## src/tjlik_sqrt_row.sv

```systemverilog
// ----------------------------------------------------------------------------
// Integer square root row
// Restoring floor root of a 64-bit word, two radicand bits per cell, 32 cells.
// ----------------------------------------------------------------------------
module tjlik_sqrt_row (
   input  logic        clock,
   input  logic [63:0] value,
   output logic [31:0] root
);

   logic [63:0] rad_ff [33];
   logic [33:0] rem_ff [33];
   logic [31:0] rt_ff  [33];

   always_comb begin
      rad_ff[0] = value;
      rem_ff[0] = '0;
      rt_ff[0]  = '0;
   end

   for (genvar i = 0; i < 32; i++) begin : g_cell
      logic [33:0] rem_in, trial;
      logic [31:0] rt_in;
      always_comb begin
         rem_in = {rem_ff[i][31:0], rad_ff[i][63:62]};
         trial  = {rt_ff[i], 2'b01};
         rt_in  = {rt_ff[i][30:0], 1'b0};
         if (rem_in >= trial) begin
            rem_in = rem_in - trial;
            rt_in  = {rt_ff[i][30:0], 1'b1};
         end
      end
      always_ff @(posedge clock) begin
         rad_ff[i+1] <= {rad_ff[i][61:0], 2'b00};
         rem_ff[i+1] <= rem_in;
         rt_ff[i+1]  <= rt_in;
      end
   end

   assign root = rt_ff[32];

endmodule

```

## config.mk

```make
export PLATFORM = sky130hd
export DESIGN_NAME = tjlik_sqrt_row
export DESIGN_NICKNAME = d
export VERILOG_FILES = /design/src/tjlik_sqrt_row.sv
export SDC_FILE = /design/constraint.sdc
export NUM_CORES = 2
export LEC_CHECK = 0
export BUFFER_PORTS_ARGS = -buffer_cell sky130_fd_sc_hd__clkbuf_2
export CAP_MARGIN = 15
export CORE_ASPECT_RATIO = 0.8
export CORE_UTILIZATION = 56
export CTS_CLUSTER_DIAMETER = 100
export DETAILED_ROUTE_END_ITERATION = 10
export PLACE_DENSITY_LB_ADDON = 0.05
export REMOVE_ABC_BUFFERS = 1
export SLEW_MARGIN = 20
export SYNTH_ARGS = -nofsm -noshare
export SYNTH_HDL_FRONTEND = slang
export SYNTH_SLANG_ARGS = --single-unit
export TNS_END_PERCENT = 5
```

## constraint.sdc

```tcl
create_clock -name clock -period 3.3 [get_ports clock]
set_clock_uncertainty 0.05 [all_clocks]
set_input_delay 0.66 -clock clock [delete_from_list [all_inputs] [get_ports clock]]
set_output_delay 0.66 -clock clock [all_outputs]
set_load 0.03 [all_outputs]
```

==> flow_metrics.py <==
metrics = {
    "status": {
        "outcome": "complete, but fails checks",
        "violations": "negative setup slack",
    },
    "die": {
        "coreArea_um2": 158000,
        "boundaryPins": 97,
        "start_util_pct": 56.7,
        "die_h_um": 360,
        "die_w_um": 449,
        "dieArea_um2": 161000,
        "num_rows": 130,
    },
    "placed_design": {
        "portBuffers": 96,
        "gp_congestion": 0.920,
        "pre_cts_slack_ns": -0.423,
        "dp_hpwl_um": 148000,
        "place_area_um2": 95200,
        "dp.cells": 11213,
    },
    "detailed_routing": {
        "via_count": 61840,
        "vias_per_cell": 5.29,
        "first_pass_iters": 5,
        "wire_per_inst_um": 16.8,
        "ant_nets": 0,
        "drt_iter0_markers": 4351,
        "drc": 0,
        "routed_wl_um": 196000,
    },
    "sta": {
        "rsz0062_at_grt": "yes",
        "fin_crit_sh_pct": 102,
        "layout_setup_ws_ns": -0.0571,
        "timing.fmax_ghz": 0.298,
        "worstMarginPinSlew_ns": 0.845,
        "drv_slew": 0,
        "finalHoldViolations": 0,
        "maxSlewHeadroom_pct": 42.8,
        "layout_min_cycle_time_ns": 3.36,
        "setup_viol": 1,
    },
    "layout": {
        "drive_gt1_share_pct": 12.0,
        "fin_nets": 10027,
        "layout_common_cells": "dfxtp_1 (2446), inv_1 (742), nand2_1 (592), ha_1 (561), nor2_1 (506)",
        "final_common_cell": "dfxtp_1",
        "syn2layout_area_growth_pct": 16.8,
        "fin_util_pct": 66.3,
        "final_cells": 11694,
        "finalInstanceArea_um2": 105000,
    },
    "critical_path": {
        "crit_required_ns": 3.95,
        "worstPathArrival_ns": 4.01,
        "criticalPathCategory": "reg2reg",
        "slowest_stage": "or4b_4",
        "endpoint_kind": "flop",
        "crit_path_max_fanout": 3,
        "crit_chain": "inv_2 -> ha_4 -> o21a_1 -> or4_4 -> a211o_1 -> and3_4 -> or4b_4 -> a311oi_2 -> buf_4 -> o211ai_1 -> o21ai_1 -> xnor2_1 -> mux2_4",
        "slowest_delay_ns": 0.57,
        "start_kind": "flop",
    },
    "clock_network": {
        "cts_buffers": 221,
        "h-tree-depth": 4,
        "clock-sinks": 2454,
        "clockRootBuffer": "clkbuf_16",
        "clockBufferDepth": 3,
        "clock_latency_ns": 0.87,
        "clkTransAtPathRegs_ns": 0.06,
        "tritoncts": "built",
    },
    "job": {
        "max-cap-violations": 0,
    },
    "yosys": {
        "ys_dominant_reg_cell": "dfxtp_1",
        "syn_area_per_cell_um2": 10.2,
        "synthCells": 8783,
        "synth_top_area_share_pct": 54.9,
        "synth_top_area_cell": "dfxtp_1",
        "async_reset_ff_share_pct": 0,
        "seq_area_frac_synth_pct": 54.9,
        "yosys-top-cells-area": "dfxtp_1 (55%), ha_1 (7.9%), xor2_1 (3.7%)",
        "synth_warnings": 0,
        "syn_area_um2": 89500,
        "netlist-cell-type-count": 99,
        "synth_edf_count": 0,
        "ys_seq_elements": 2454,
    },
    "grt": {
        "grt_max_degree": 47,
        "antenna_found_initial": 5,
        "use_met1_pct": 34.3,
        "grtUsageTotal_pct": 24.0,
        "grt_pass1_vias": 60404,
        "overflow": 0,
        "grt_pass1_wl_um": 315000,
        "met2_usage_pct": 37.6,
        "busiest_layer": "met2",
        "grtUsageMet3_pct": 4.17,
    },
    "power_and_ir_drop": {
        "ir_worst_vdd_mv": 0.668,
        "power_density_nw_per_um2": 776,
        "p_total_uw": 81200,
        "leakagePower_uw": 0.0496,
    },
    "hold_path": {
        "min_path_type": "reg2reg",
    },
}
## cell type report
cell class,count,area [um2]
well taps,2112,2640
clock inverters,102,1590
clock buffers,303,6370
fillers,12461,53200
multi-input cells,5414,37600
repair buffers,557,4360
flip-flops and latches,2454,49100
inverters,750,2820
diodes,2,5.00
## worst max-delay path: cells and delay by family, from the launching register on
kind	cells	cell delay (ns)
flops	1	0.35
xor+xnor	1	0.08
fa+ha+maj	1	0.23
mux	1	0.25
buf+inv	2	0.20
compound gates	5	0.91
simple gates	3	1.19
## cells in the mapped netlist, drive strengths merged (30+ instances only)
| library cell | number |
|---|---|
| a211oi | 42 |
| a21boi | 30 |
| a21o | 241 |
| a21oi | 515 |
| a31oi | 56 |
| and2 | 30 |
| and3 | 54 |
| clkbuf | 139 |
| dfxtp | 2454 |
| ha | 564 |
| inv | 748 |
| mux2 | 77 |
| nand2 | 593 |
| nand2b | 113 |
| nand3 | 150 |
| nand3b | 38 |
| nand4 | 85 |
| nor2 | 515 |
| nor2b | 78 |
| nor3 | 186 |
| nor4 | 124 |
| o21a | 132 |
| o21ai | 493 |
| o21bai | 43 |
| o31ai | 61 |
| or2 | 41 |
| or3 | 65 |
| or4 | 50 |
| xnor2 | 377 |
| xor2 | 382 |
## logic make-up (layout without fill, tap and decap cells)
group	Yosys count	after routing	synth area share (%)
flip-flops	2454	2454	54.9
adder cells (fa/ha/maj)	564	564	7.89
AO/OA/AOI/OAI	1805	1805	12.5
other	1	3	0.00419
AND/OR/NAND/NOR	2196	2196	12.2
buffers and inverters	915	1712	3.88
XOR/XNOR	759	759	7.43
multiplexers	89	89	1.10
## final timing paths
kind,from,to,slack (ns),cells after the start
hold / removal,rad_ff[700],rad_ff[638],0.22,0
setup reg to reg,g_cell[30].trial[2],rem_ff[65],-0.06,13
setup / recovery,g_cell[30].trial[2],rem_ff[65],-0.06,13
hold reg to reg,rad_ff[700],rad_ff[638],0.22,0
## per-layer routing
metal	routed length [um]	vias up
li1	-	31215
met1	95200	28943
met2	86100	1389
met3	11500	289
met4	3690	4
met5	28	-
## state kept, by name, summed over array words and instances, names as in the netlist
| register | count |
|---|---|
| g_cell.trial | 496 |
| root | 32 |
| rad_ff | 992 |
| rem_ff | 934 |
## where the power goes
part / switching [uW] / leakage [uW] / total (uW) / internal (uW)
Combinational: 8490 / 0.0252 / 15800 / 7290
Sequential: 3760 / 0.0205 / 38400 / 34700
Clock: 11300 / 0.00388 / 26900 / 15700
Total: 23500 / 0.0496 / 81200 / 57700
## what timing repair did
action                                  in CTS  in global routing
hold endpoints to repair                    65                  0
resized for setup                           34                158
endpoints found under the setup margin     124                471
hold buffers                                65                  0
buffers inserted                             3                  5
pin swaps                                    6                 25
cloned                                       0                  1
## per-stage QoR
step	hold slack [ns]	setup TNS, ns
final	0.216	-0.0571
after global routing	0.213	-1.77
after CTS	0.203	-0.188
after detailed placement	0.262	-12.25
after global placement	0.260	-15.42
after floorplan	0.260	-232.00
Note: power is estimated with default switching activity, not from simulation.
